File: src/rtl/twsp_pkg.sv
package twsp_pkg;

	localparam int TEMP_W  = 11;
	localparam int STEP_W  = 12;
	localparam int PHASE_W = 2;
	localparam int COIL_W  = 4;
	localparam int ACT_W   = 3;
	localparam int CLASS_W = 2;
	localparam int CFG_IDX_W  = 2;
	localparam int CFG_DATA_W = 12;

	// divider: dividend is span-bounded difference times travel
	localparam int DIVR_W    = TEMP_W;
	localparam int DIVD_W    = DIVR_W + STEP_W;
	localparam int DIV_CNT_W = $clog2(DIVD_W);

	localparam logic [ACT_W-1:0] ACT_TICK   = 3'd0;
	localparam logic [ACT_W-1:0] ACT_SAMPLE = 3'd1;
	localparam logic [ACT_W-1:0] ACT_OPEN   = 3'd2;
	localparam logic [ACT_W-1:0] ACT_CLOSE  = 3'd3;
	localparam logic [ACT_W-1:0] ACT_HALF   = 3'd4;
	localparam logic [ACT_W-1:0] ACT_AUTO   = 3'd5;

	localparam logic [CFG_IDX_W-1:0] REG_CLOSE_BELOW = 2'd0;
	localparam logic [CFG_IDX_W-1:0] REG_OPEN_ABOVE  = 2'd1;
	localparam logic [CFG_IDX_W-1:0] REG_FULL_OPEN   = 2'd2;
	localparam logic [CFG_IDX_W-1:0] REG_HALF_OPEN   = 2'd3;

	localparam logic signed [TEMP_W-1:0] CLOSE_BELOW_RST = 11'sd230;
	localparam logic signed [TEMP_W-1:0] OPEN_ABOVE_RST  = 11'sd270;
	localparam logic [STEP_W-1:0]        FULL_OPEN_RST   = 12'd512;
	localparam logic [STEP_W-1:0]        HALF_OPEN_RST   = 12'd256;

	localparam logic [CLASS_W-1:0] CLASS_CLOSED  = 2'd0;
	localparam logic [CLASS_W-1:0] CLASS_PARTIAL = 2'd1;
	localparam logic [CLASS_W-1:0] CLASS_HALF    = 2'd2;
	localparam logic [CLASS_W-1:0] CLASS_FULL    = 2'd3;

	localparam logic [COIL_W-1:0] COIL_OFF = 4'd0;

	typedef struct packed {
		logic              start;
		logic [DIVD_W-1:0] dividend;
		logic [DIVR_W-1:0] divisor;
	} div_req_t;

	typedef struct packed {
		logic              done;
		logic [DIVD_W-1:0] quotient;
	} div_rsp_t;

	function automatic logic [COIL_W-1:0] coil_of(input logic [PHASE_W-1:0] phase);
		logic [COIL_W-1:0] pat;
		case (phase)
			2'd0:    pat = 4'd9;
			2'd1:    pat = 4'd3;
			2'd2:    pat = 4'd6;
			default: pat = 4'd12;
		endcase
		return pat;
	endfunction

endpackage

File: src/rtl/twsp_if.sv
interface twsp_in_if import twsp_pkg::*; ();
	logic                     valid;
	logic                     ready;
	logic [ACT_W-1:0]         action;
	logic signed [TEMP_W-1:0] temp_tenths;

	modport source (output valid, output action, output temp_tenths, input ready);
	modport sink (input valid, input action, input temp_tenths, output ready);
endinterface

interface twsp_out_if import twsp_pkg::*; ();
	logic                  valid;
	logic                  ready;
	logic [COIL_W-1:0]     coil_pattern;
	logic [STEP_W-1:0]     position_steps;
	logic [STEP_W-1:0]     target_steps;
	logic                  manual_active;
	logic                  moving;
	logic [CLASS_W-1:0]    window_class;

	modport source (output valid, output coil_pattern, output position_steps,
		output target_steps, output manual_active, output moving, output window_class,
		input ready);
	modport sink (input valid, input coil_pattern, input position_steps,
		input target_steps, input manual_active, input moving, input window_class,
		output ready);
endinterface

File: src/rtl/temperature_window_stepper_positioner.sv
// path from accept to result: tick and command items go through EXEC and FIN,
// an auto-mode sample inside the window through EXEC, MUL, LOAD, DIV (23-step divider) and FIN
// one item at a time: the next is accepted once the result is registered
// the restoring divider gives one quotient bit per cycle
// arst_n clears position, target, phase and mode; registers return to defaults
module temperature_window_stepper_positioner import twsp_pkg::*; (
	input  logic                  clk,
	input  logic                  arst_n,
	twsp_in_if.sink               in_ch,
	twsp_out_if.source            out_ch,
	input  logic                  cfg_we,
	input  logic [CFG_IDX_W-1:0]  cfg_index,
	input  logic [CFG_DATA_W-1:0] cfg_data
);

	typedef enum logic [2:0] {S_IDLE, S_EXEC, S_MUL, S_LOAD, S_DIV, S_FIN} state_t;

	state_t state_q;

	logic signed [TEMP_W-1:0] close_q;
	logic signed [TEMP_W-1:0] open_q;
	logic [STEP_W-1:0]        full_q;
	logic [STEP_W-1:0]        half_q;

	logic [STEP_W-1:0]  pos_q;
	logic [STEP_W-1:0]  tgt_q;
	logic [PHASE_W-1:0] phase_q;
	logic               manual_q;

	logic [ACT_W-1:0]         act_q;
	logic signed [TEMP_W-1:0] temp_q;
	logic [COIL_W-1:0]        coils_q;
	logic                     moving_q;
	logic [DIVR_W-1:0]        diff_q;
	logic [DIVR_W-1:0]        span_q;
	logic [DIVD_W-1:0]        prod_q;

	logic                  out_valid_q;
	logic [COIL_W-1:0]     out_coil_q;
	logic [STEP_W-1:0]     out_pos_q;
	logic [STEP_W-1:0]     out_tgt_q;
	logic                  out_manual_q;
	logic                  out_moving_q;
	logic [CLASS_W-1:0]    out_class_q;

	div_req_t div_req;
	div_rsp_t div_rsp;

	logic signed [TEMP_W:0] span_x;
	logic signed [TEMP_W:0] diff_x;
	logic [STEP_W-1:0]      half_cl;
	logic [STEP_W-1:0]      full_cl;
	logic [STEP_W-1:0]      gap;
	logic [STEP_W+8:0]      gap_sc;
	logic [STEP_W+8:0]      full_sc;
	logic [CLASS_W-1:0]     cls;
	logic [STEP_W-1:0]      quo_cl;
	logic                   out_free;

	logic                   step_up;
	logic                   step_dn;
	logic                   exec_step;
	logic [PHASE_W-1:0]     phase_nx;
	logic [COIL_W-1:0]      exec_coils;
	logic                   exec_map;

	twsp_div u_div (
		.clk    (clk),
		.arst_n (arst_n),
		.req    (div_req),
		.rsp    (div_rsp)
	);

	assign span_x = {open_q[TEMP_W-1], open_q} - {close_q[TEMP_W-1], close_q};
	assign diff_x = {temp_q[TEMP_W-1], temp_q} - {close_q[TEMP_W-1], close_q};
	assign full_cl = full_q;
	assign half_cl = (half_q > full_q) ? full_q : half_q;
	assign quo_cl  = (div_rsp.quotient > DIVD_W'(full_q)) ? full_q
		: div_rsp.quotient[STEP_W-1:0];

	// tick stepping and the sample that needs the divider
	assign step_up    = (act_q == ACT_TICK) && (pos_q < tgt_q);
	assign step_dn    = (act_q == ACT_TICK) && (pos_q > tgt_q);
	assign exec_step  = step_up || step_dn;
	assign phase_nx   = step_up ? phase_q + 1'b1 : phase_q - 1'b1;
	assign exec_coils = exec_step ? coil_of(phase_nx) : COIL_OFF;
	assign exec_map   = (act_q == ACT_SAMPLE) && !manual_q && (temp_q >= close_q)
		&& (temp_q <= open_q) && (span_x > 0);

	// class of the current target
	assign gap     = (tgt_q > half_cl) ? tgt_q - half_cl : half_cl - tgt_q;
	assign gap_sc  = {gap, 9'b0};
	assign full_sc = ({9'b0, full_q} << 3) + ({9'b0, full_q} << 1);
	always_comb begin
		if (tgt_q == '0)
			cls = CLASS_CLOSED;
		else if (tgt_q >= full_q)
			cls = CLASS_FULL;
		else if (gap_sc <= full_sc)
			cls = CLASS_HALF;
		else
			cls = CLASS_PARTIAL;
	end

	assign div_req.start    = (state_q == S_LOAD);
	assign div_req.dividend = prod_q;
	assign div_req.divisor  = span_q;

	assign out_free    = !out_valid_q || out_ch.ready;
	assign in_ch.ready = (state_q == S_IDLE);

	always_ff @(posedge clk or negedge arst_n) begin
		if (!arst_n) begin
			close_q <= CLOSE_BELOW_RST;
			open_q  <= OPEN_ABOVE_RST;
			full_q  <= FULL_OPEN_RST;
			half_q  <= HALF_OPEN_RST;
		end else if (cfg_we) begin
			unique case (cfg_index)
				REG_CLOSE_BELOW: close_q <= cfg_data[TEMP_W-1:0];
				REG_OPEN_ABOVE:  open_q  <= cfg_data[TEMP_W-1:0];
				REG_FULL_OPEN:   full_q  <= cfg_data[STEP_W-1:0];
				REG_HALF_OPEN:   half_q  <= cfg_data[STEP_W-1:0];
				default: ;
			endcase
		end
	end

	always_ff @(posedge clk or negedge arst_n) begin
		if (!arst_n) begin
			state_q     <= S_IDLE;
			pos_q       <= '0;
			tgt_q       <= '0;
			phase_q     <= '0;
			manual_q    <= 1'b0;
			coils_q     <= COIL_OFF;
			moving_q    <= 1'b0;
			out_valid_q <= 1'b0;
		end else begin
			if (state_q == S_FIN && out_free)
				out_valid_q <= 1'b1;
			else if (out_ch.ready)
				out_valid_q <= 1'b0;
			unique case (state_q)
				S_IDLE: begin
					if (in_ch.valid)
						state_q <= S_EXEC;
				end
				S_EXEC: begin
					coils_q  <= exec_coils;
					moving_q <= exec_step;
					state_q  <= exec_map ? S_MUL : S_FIN;
					case (act_q)
						ACT_TICK: begin
							if (exec_step) begin
								pos_q   <= step_up ? pos_q + 1'b1 : pos_q - 1'b1;
								phase_q <= phase_nx;
							end
						end
						ACT_SAMPLE: begin
							if (!manual_q) begin
								if (temp_q < close_q)
									tgt_q <= '0;
								else if (temp_q > open_q)
									tgt_q <= full_cl;
								else if (span_x <= 0)
									tgt_q <= '0;
							end
						end
						ACT_OPEN: begin
							manual_q <= 1'b1;
							tgt_q    <= full_cl;
						end
						ACT_CLOSE: begin
							manual_q <= 1'b1;
							tgt_q    <= '0;
						end
						ACT_HALF: begin
							manual_q <= 1'b1;
							tgt_q    <= half_cl;
						end
						ACT_AUTO: manual_q <= 1'b0;
						default: ;
					endcase
				end
				S_MUL: state_q <= S_LOAD;
				S_LOAD: state_q <= S_DIV;
				S_DIV: begin
					if (div_rsp.done) begin
						tgt_q   <= quo_cl;
						state_q <= S_FIN;
					end
				end
				S_FIN: begin
					if (out_free)
						state_q <= S_IDLE;
				end
				default: state_q <= S_IDLE;
			endcase
		end
	end

	// payload
	always_ff @(posedge clk) begin
		if (state_q == S_IDLE && in_ch.valid) begin
			act_q  <= in_ch.action;
			temp_q <= in_ch.temp_tenths;
		end
		if (state_q == S_EXEC) begin
			diff_q <= diff_x[DIVR_W-1:0];
			span_q <= span_x[DIVR_W-1:0];
		end
		if (state_q == S_MUL)
			prod_q <= DIVD_W'(diff_q) * DIVD_W'(full_q);
		if (state_q == S_FIN && out_free) begin
			out_coil_q   <= coils_q;
			out_pos_q    <= pos_q;
			out_tgt_q    <= tgt_q;
			out_manual_q <= manual_q;
			out_moving_q <= moving_q;
			out_class_q  <= cls;
		end
	end

	assign out_ch.valid          = out_valid_q;
	assign out_ch.coil_pattern   = out_coil_q;
	assign out_ch.position_steps = out_pos_q;
	assign out_ch.target_steps   = out_tgt_q;
	assign out_ch.manual_active  = out_manual_q;
	assign out_ch.moving         = out_moving_q;
	assign out_ch.window_class   = out_class_q;

`ifndef SYNTH
	a_step_drives_coils: assert property (@(posedge clk) disable iff (!arst_n)
		moving_q == (coils_q != COIL_OFF))
		else $error("coil drive does not match step");
	a_pos_moves_on_step: assert property (@(posedge clk) disable iff (!arst_n)
		pos_q != $past(pos_q) |-> moving_q)
		else $error("position changed without a step");
	a_div_only_auto: assert property (@(posedge clk) disable iff (!arst_n)
		(state_q == S_DIV && div_rsp.done) |=> !manual_q && state_q == S_FIN)
		else $error("mapped target written in manual mode");
	a_no_accept_busy: assert property (@(posedge clk) disable iff (!arst_n)
		(state_q == S_FIN && !out_free) |=> state_q == S_FIN && !in_ch.ready)
		else $error("result dropped while output full");
`endif

endmodule

File: src/rtl/twsp_div.sv
module twsp_div import twsp_pkg::*; (
	input  logic     clk,
	input  logic     arst_n,
	input  div_req_t req,
	output div_rsp_t rsp
);

	logic                 busy_q;
	logic                 done_q;
	logic [DIV_CNT_W-1:0] cnt_q;
	logic [DIVR_W-1:0]    rem_q;
	logic [DIVD_W-1:0]    quo_q;
	logic [DIVR_W-1:0]    divisor_q;

	logic [DIVR_W:0] trial;
	logic [DIVR_W:0] diff;
	logic            fits;

	// one restoring step per cycle
	assign trial = {rem_q, quo_q[DIVD_W-1]};
	assign diff  = trial - {1'b0, divisor_q};
	assign fits  = trial >= {1'b0, divisor_q};

	always_ff @(posedge clk or negedge arst_n) begin
		if (!arst_n) begin
			busy_q <= 1'b0;
			done_q <= 1'b0;
			cnt_q  <= '0;
		end else begin
			done_q <= busy_q && !req.start && (cnt_q == '0);
			if (req.start) begin
				busy_q <= 1'b1;
				cnt_q  <= DIV_CNT_W'(DIVD_W - 1);
			end else if (busy_q) begin
				cnt_q <= cnt_q - 1'b1;
				if (cnt_q == '0)
					busy_q <= 1'b0;
			end
		end
	end

	always_ff @(posedge clk) begin
		if (req.start) begin
			rem_q     <= '0;
			quo_q     <= req.dividend;
			divisor_q <= req.divisor;
		end else if (busy_q) begin
			rem_q <= fits ? diff[DIVR_W-1:0] : trial[DIVR_W-1:0];
			quo_q <= {quo_q[DIVD_W-2:0], fits};
		end
	end

	assign rsp.done     = done_q;
	assign rsp.quotient = quo_q;

`ifndef SYNTH
	a_done_after_busy: assert property (@(posedge clk) disable iff (!arst_n)
		done_q |-> $past(busy_q) && !busy_q)
		else $error("divider done without a running division");
	a_start_runs: assert property (@(posedge clk) disable iff (!arst_n)
		req.start |=> busy_q && cnt_q == DIV_CNT_W'(DIVD_W - 1))
		else $error("divider did not start");
`endif

endmodule
File: src/flat_wrapper.sv
// flat-port wrapper written by rule: the top's interface ports become plain ports
module temperature_window_stepper_positioner_flat import twsp_pkg::*;
  (clk, arst_n, cfg_we, cfg_index, cfg_data, in_ch_valid, in_ch_action, in_ch_temp_tenths, in_ch_ready, out_ch_valid, out_ch_coil_pattern, out_ch_position_steps, out_ch_target_steps, out_ch_manual_active, out_ch_moving, out_ch_window_class, out_ch_ready);
  twsp_in_if in_ch_i ();
  twsp_out_if out_ch_i ();
  input  logic clk;
  input  logic arst_n;
  input  logic cfg_we;
  input  logic [CFG_IDX_W-1:0] cfg_index;
  input  logic [CFG_DATA_W-1:0] cfg_data;
  input wire logic [$bits(in_ch_i.valid)-1:0] in_ch_valid;
  input wire logic [$bits(in_ch_i.action)-1:0] in_ch_action;
  input wire logic [$bits(in_ch_i.temp_tenths)-1:0] in_ch_temp_tenths;
  output wire logic [$bits(in_ch_i.ready)-1:0] in_ch_ready;
  output wire logic [$bits(out_ch_i.valid)-1:0] out_ch_valid;
  output wire logic [$bits(out_ch_i.coil_pattern)-1:0] out_ch_coil_pattern;
  output wire logic [$bits(out_ch_i.position_steps)-1:0] out_ch_position_steps;
  output wire logic [$bits(out_ch_i.target_steps)-1:0] out_ch_target_steps;
  output wire logic [$bits(out_ch_i.manual_active)-1:0] out_ch_manual_active;
  output wire logic [$bits(out_ch_i.moving)-1:0] out_ch_moving;
  output wire logic [$bits(out_ch_i.window_class)-1:0] out_ch_window_class;
  input wire logic [$bits(out_ch_i.ready)-1:0] out_ch_ready;
  assign in_ch_i.valid = in_ch_valid;
  assign in_ch_i.action = in_ch_action;
  assign in_ch_i.temp_tenths = in_ch_temp_tenths;
  assign in_ch_ready = in_ch_i.ready;
  assign out_ch_valid = out_ch_i.valid;
  assign out_ch_coil_pattern = out_ch_i.coil_pattern;
  assign out_ch_position_steps = out_ch_i.position_steps;
  assign out_ch_target_steps = out_ch_i.target_steps;
  assign out_ch_manual_active = out_ch_i.manual_active;
  assign out_ch_moving = out_ch_i.moving;
  assign out_ch_window_class = out_ch_i.window_class;
  assign out_ch_i.ready = out_ch_ready;
  temperature_window_stepper_positioner u_core (.clk(clk), .arst_n(arst_n), .in_ch(in_ch_i), .out_ch(out_ch_i), .cfg_we(cfg_we), .cfg_index(cfg_index), .cfg_data(cfg_data));
endmodule
File: config.mk
export PLATFORM = sky130hd
export DESIGN_NAME = temperature_window_stepper_positioner_flat
export DESIGN_NICKNAME = d
export VERILOG_FILES = /design/src/rtl/twsp_pkg.sv /design/src/rtl/twsp_if.sv /design/src/rtl/temperature_window_stepper_positioner.sv /design/src/rtl/twsp_div.sv /design/src/flat_wrapper.sv
export SDC_FILE = /design/constraint.sdc
export NUM_CORES = 1
export LEC_CHECK = 0
export BUFFER_PORTS_ARGS = -buffer_cell sky130_fd_sc_hd__buf_2
export CORE_UTILIZATION = 55
export CTS_CLUSTER_DIAMETER = 200
export DETAILED_ROUTE_END_ITERATION = 6
export MAX_ROUTING_LAYER = met4
export PLACE_DENSITY = 0.75
export SLEW_MARGIN = 10
export SYNTH_ARGS = -nofsm -noshare
export SYNTH_HDL_FRONTEND = slang
export SYNTH_HIERARCHICAL = 1
export SYNTH_SLANG_ARGS = --single-unit
File: constraint.sdc
create_clock -name clk -period 5.9 [get_ports clk]
set_clock_uncertainty 0.05 [all_clocks]
set_input_delay 0.59 -clock clk [delete_from_list [all_inputs] [get_ports clk]]
set_output_delay 0.59 -clock clk [all_outputs]
set_load 0.02 [all_outputs]
==> results.sh <==
export IMPL_status="completed"
export IMPL_syn_nets=2056
export IMPL_globalplace_congestion=0.954
export IMPL_grt_pass1_vias=13275
export IMPL_synth_seq_cells=225
export IMPL_fill_cells=2497
export IMPL_synth_cell_type_count=81
export IMPL_synth_edf_count=125
export IMPL_hold_path_class="in -> reg"
export IMPL_synthArstFlopShare=0.396
export IMPL_io_pins=67
export IMPL_yosys_warnings=6
export IMPL_fin_util=0.637
export IMPL_firstDrtPassIters=5
export IMPL_wire_per_inst_um=19.0
export IMPL_criticalPathCategory="reg -> reg"
export IMPL_yosysSeqAreaShare=0.349
export IMPL_syn_area_mm2=0.0178
export IMPL_core_mm2=0.0317
export IMPL_cpMaxStageDelayCell="dfrtp_1"
export IMPL_cts_clk_slew_worst_paths_ps=60
export IMPL_die_area_mm2=0.0331
export IMPL_syn_area_per_cell_um2=10.4
export IMPL_cp_arrival_ps=6000
export IMPL_start_kind="flop"
export IMPL_layout_min_cycle_time_ps=5760
export IMPL_cp_end_kind="flop"
export IMPL_grt_max_degree=58
export IMPL_area_growth_pct=13.3
export IMPL_clockBufferDepth=3
export IMPL_clock_latency_ps=550
export IMPL_required_ps=6140
export IMPL_synthFlopType="edfxtp_1"
export IMPL_drc=0
export IMPL_drtIter0Drc=979
export IMPL_max_freq_ghz=0.174
export IMPL_initial_utilization=0.562
export IMPL_numCtsBuffers=26
export IMPL_die_h_um=182
export IMPL_holdWs_ps=160
export IMPL_root_buffer="clkbuf_16"
export IMPL_mostFrequentLayoutCell="inv_1"
export IMPL_drive_gt1_frac=0.180
export IMPL_h_tree_depth=1
export IMPL_rsz0062_at_grt="yes"
export IMPL_relSlewSlack=0.240
export IMPL_grt_pass1_wl_um=68700
export IMPL_synth_cells=1721
export IMPL_critPathMaxFanout=5
export IMPL_worst_pin_slew_ps=1140
export IMPL_cp_common_cell="nand4_1"
export IMPL_drv_cap=0
export IMPL_die_w_um=182
export IMPL_cp_num_buf_inv=4
export IMPL_final_hold_viol_count=0
export IMPL_antenna_found_initial=4
export IMPL_cp_top_family="compound AO/OA/AOI/OAI gates"
export IMPL_nets=2173
export IMPL_cts_sinks=225
export IMPL_cts_tree="done"
export IMPL_fin_crit_sh=0.976
export IMPL_rows=65
export IMPL_grtUsageTotal=0.271
export IMPL_vias=13177
export IMPL_gr_total_overflow=0
export IMPL_reg2reg_slack_ps=140
export IMPL_io_buffers=66
export IMPL_slew_viol_final=0
export IMPL_hpwl_um=32900
export IMPL_postRouteAntennaNets=0
export IMPL_most_common_layout_cells="208 x inv_1, 201 x ha_1, 133 x nand2_1, 125 x edfxtp_1, 95 x fa_1"
export IMPL_wl_um=43000
export IMPL_slowest_delay_ps=400
export IMPL_finalSetupViolCount=0
export IMPL_vias_per_cell=5.82
==> logic make-up after synthesis <==
| logic type | after synthesis | synth area share |
|---|---|---|
| XOR/XNOR | 73 | 0.0359 |
| buffers and inverters | 265 | 0.0571 |
| flip-flops | 225 | 0.349 |
| multiplexers | 98 | 0.0597 |
| AO/OA/AOI/OAI | 301 | 0.116 |
| AND/OR/NAND/NOR | 457 | 0.131 |
| adder cells (fa/ha/maj) | 302 | 0.252 |
==> routing by layer <==
| layer | track usage | share of wire | routed length (um) |
|---|---|---|---|
| met1 | 0.352 | 0.43 | 18500 |
| met4 | 0.114 | 0.045 | 1910 |
| met2 | 0.429 | 0.47 | 20100 |
| met3 | 0.0355 | 0.057 | 2450 |
| met5 | - | 0 | 0 |
==> worst reg2reg max path, stage by stage, from the launching register on <==
cell	delay, ps
dfrtp_1	400
inv_1	140
ha_1	270
a21o_1	160
a21o_1	170
a21oi_1	140
nor2_1	70
a211oi_2	290
a21oi_4	150
buf_6	170
mux2i_2	190
inv_1	110
ha_4	280
nand4_1	180
nor4_4	380
nor2_2	80
a21oi_4	290
mux2_4	350
a31oi_4	180
xnor2_2	90
ha_1	290
nand4_1	100
nor4_2	280
nand3_1	110
o21ai_1	90
buf_4	140
nand4_1	110
o31a_1	250
==> timing repair <==
action / in CTS / in global routing
setup buffers: 0 / 14
setup endpoints to repair: 1 / 5
hold buffers: 1 / 0
pin swaps: 0 / 15
endpoints found under the hold margin: 32 / 0
resized for setup: 1 / 54
==> worst paths after layout <==
kind,from,to,cells past startpoint
setup / recovery,u_core/full_cl[5],u_core/out_ch.window_class[0],27
max in group asynchronous,arst_n,u_core/full_cl[3],3
setup reg to reg,u_core/full_cl[5],u_core/out_ch.window_class[0],27
min in group asynchronous,arst_n,u_core/pos_q[3],2
hold reg to reg,u_core/span_q[0],u_core/u_div/divisor_q[0],0
hold / removal,in_ch_temp_tenths[9],u_core/temp_q[9],1
==> flip-flops by register name, summed over array words and instances, names as in the netlist, 11 cells and up <==
register,flops
u_core/span_q,11
u_core/half_q,12
u_core/u_div/rem_q,11
u_core/u_div/divisor_q,11
u_core/pos_q,12
u_core/out_ch.target_steps,12
u_core/out_ch.position_steps,12
u_core/full_cl,12
u_core/prod_q,23
u_core/tgt_q,12
u_core/open_q,11
u_core/u_div/quo_q,23
u_core/temp_q,11
u_core/diff_q,11
u_core/close_q,11
==> synthesized netlist by cell type, types with 9 or more instances <==
| master | n | area, um^2 |
|---|---|---|
| o21ai_1 | 10 | 50.1 |
| nand2_1 | 134 | 503 |
| inv_1 | 209 | 785 |
| nor2_1 | 82 | 308 |
| edfxtp_1 | 125 | 3750 |
| o21ai_0 | 69 | 345 |
| nand3_1 | 22 | 110 |
| a221oi_1 | 13 | 114 |
| a21oi_1 | 72 | 360 |
| dfrtp_1 | 78 | 1950 |
| and2_1 | 68 | 425 |
| mux2_2 | 65 | 732 |
| xnor2_1 | 55 | 482 |
| dfstp_2 | 11 | 289 |
| clkbuf_1 | 42 | 158 |
| nor4_1 | 9 | 56.3 |
| nor2b_1 | 36 | 225 |
| xor2_1 | 18 | 158 |
| dfxtp_1 | 11 | 220 |
| ha_1 | 206 | 2580 |
| nand2b_1 | 25 | 156 |
| nor3_1 | 19 | 95.1 |
| mux2i_1 | 32 | 320 |
| nand4_1 | 20 | 125 |
| o21bai_1 | 10 | 75.1 |
| a21o_1 | 34 | 255 |
| o21a_1 | 12 | 90.1 |
| fa_1 | 96 | 1920 |
==> per-stage QoR <==
stage	cells	setup WS [ps]	TNS (ps)	area [um^2]
floorplan	1721	55.2	0	17800
detailed placement	2197	20.7	0	18900
global route	2263	-138	-192	20200
CTS	2246	17.0	0	19800
global placement	2197	157	0	18900
finish	2264	139	0	20200
==> cell type report <==
type                       instances  area (um^2)  area share
antenna                            4         10.0    0.000496
clock buffer                      35          752      0.0372
clock inverter                    13          113     0.00558
inverter                         209          785      0.0389
multi-input combinational       1231        10900       0.538
sequential                       225         6220       0.308
tap                              402          503      0.0249
timing repair buffer             145          942      0.0467
Power is left out: the tool's default activity adds up to more than one toggle a clock period on the data nets, which glitch-free logic cannot reach.
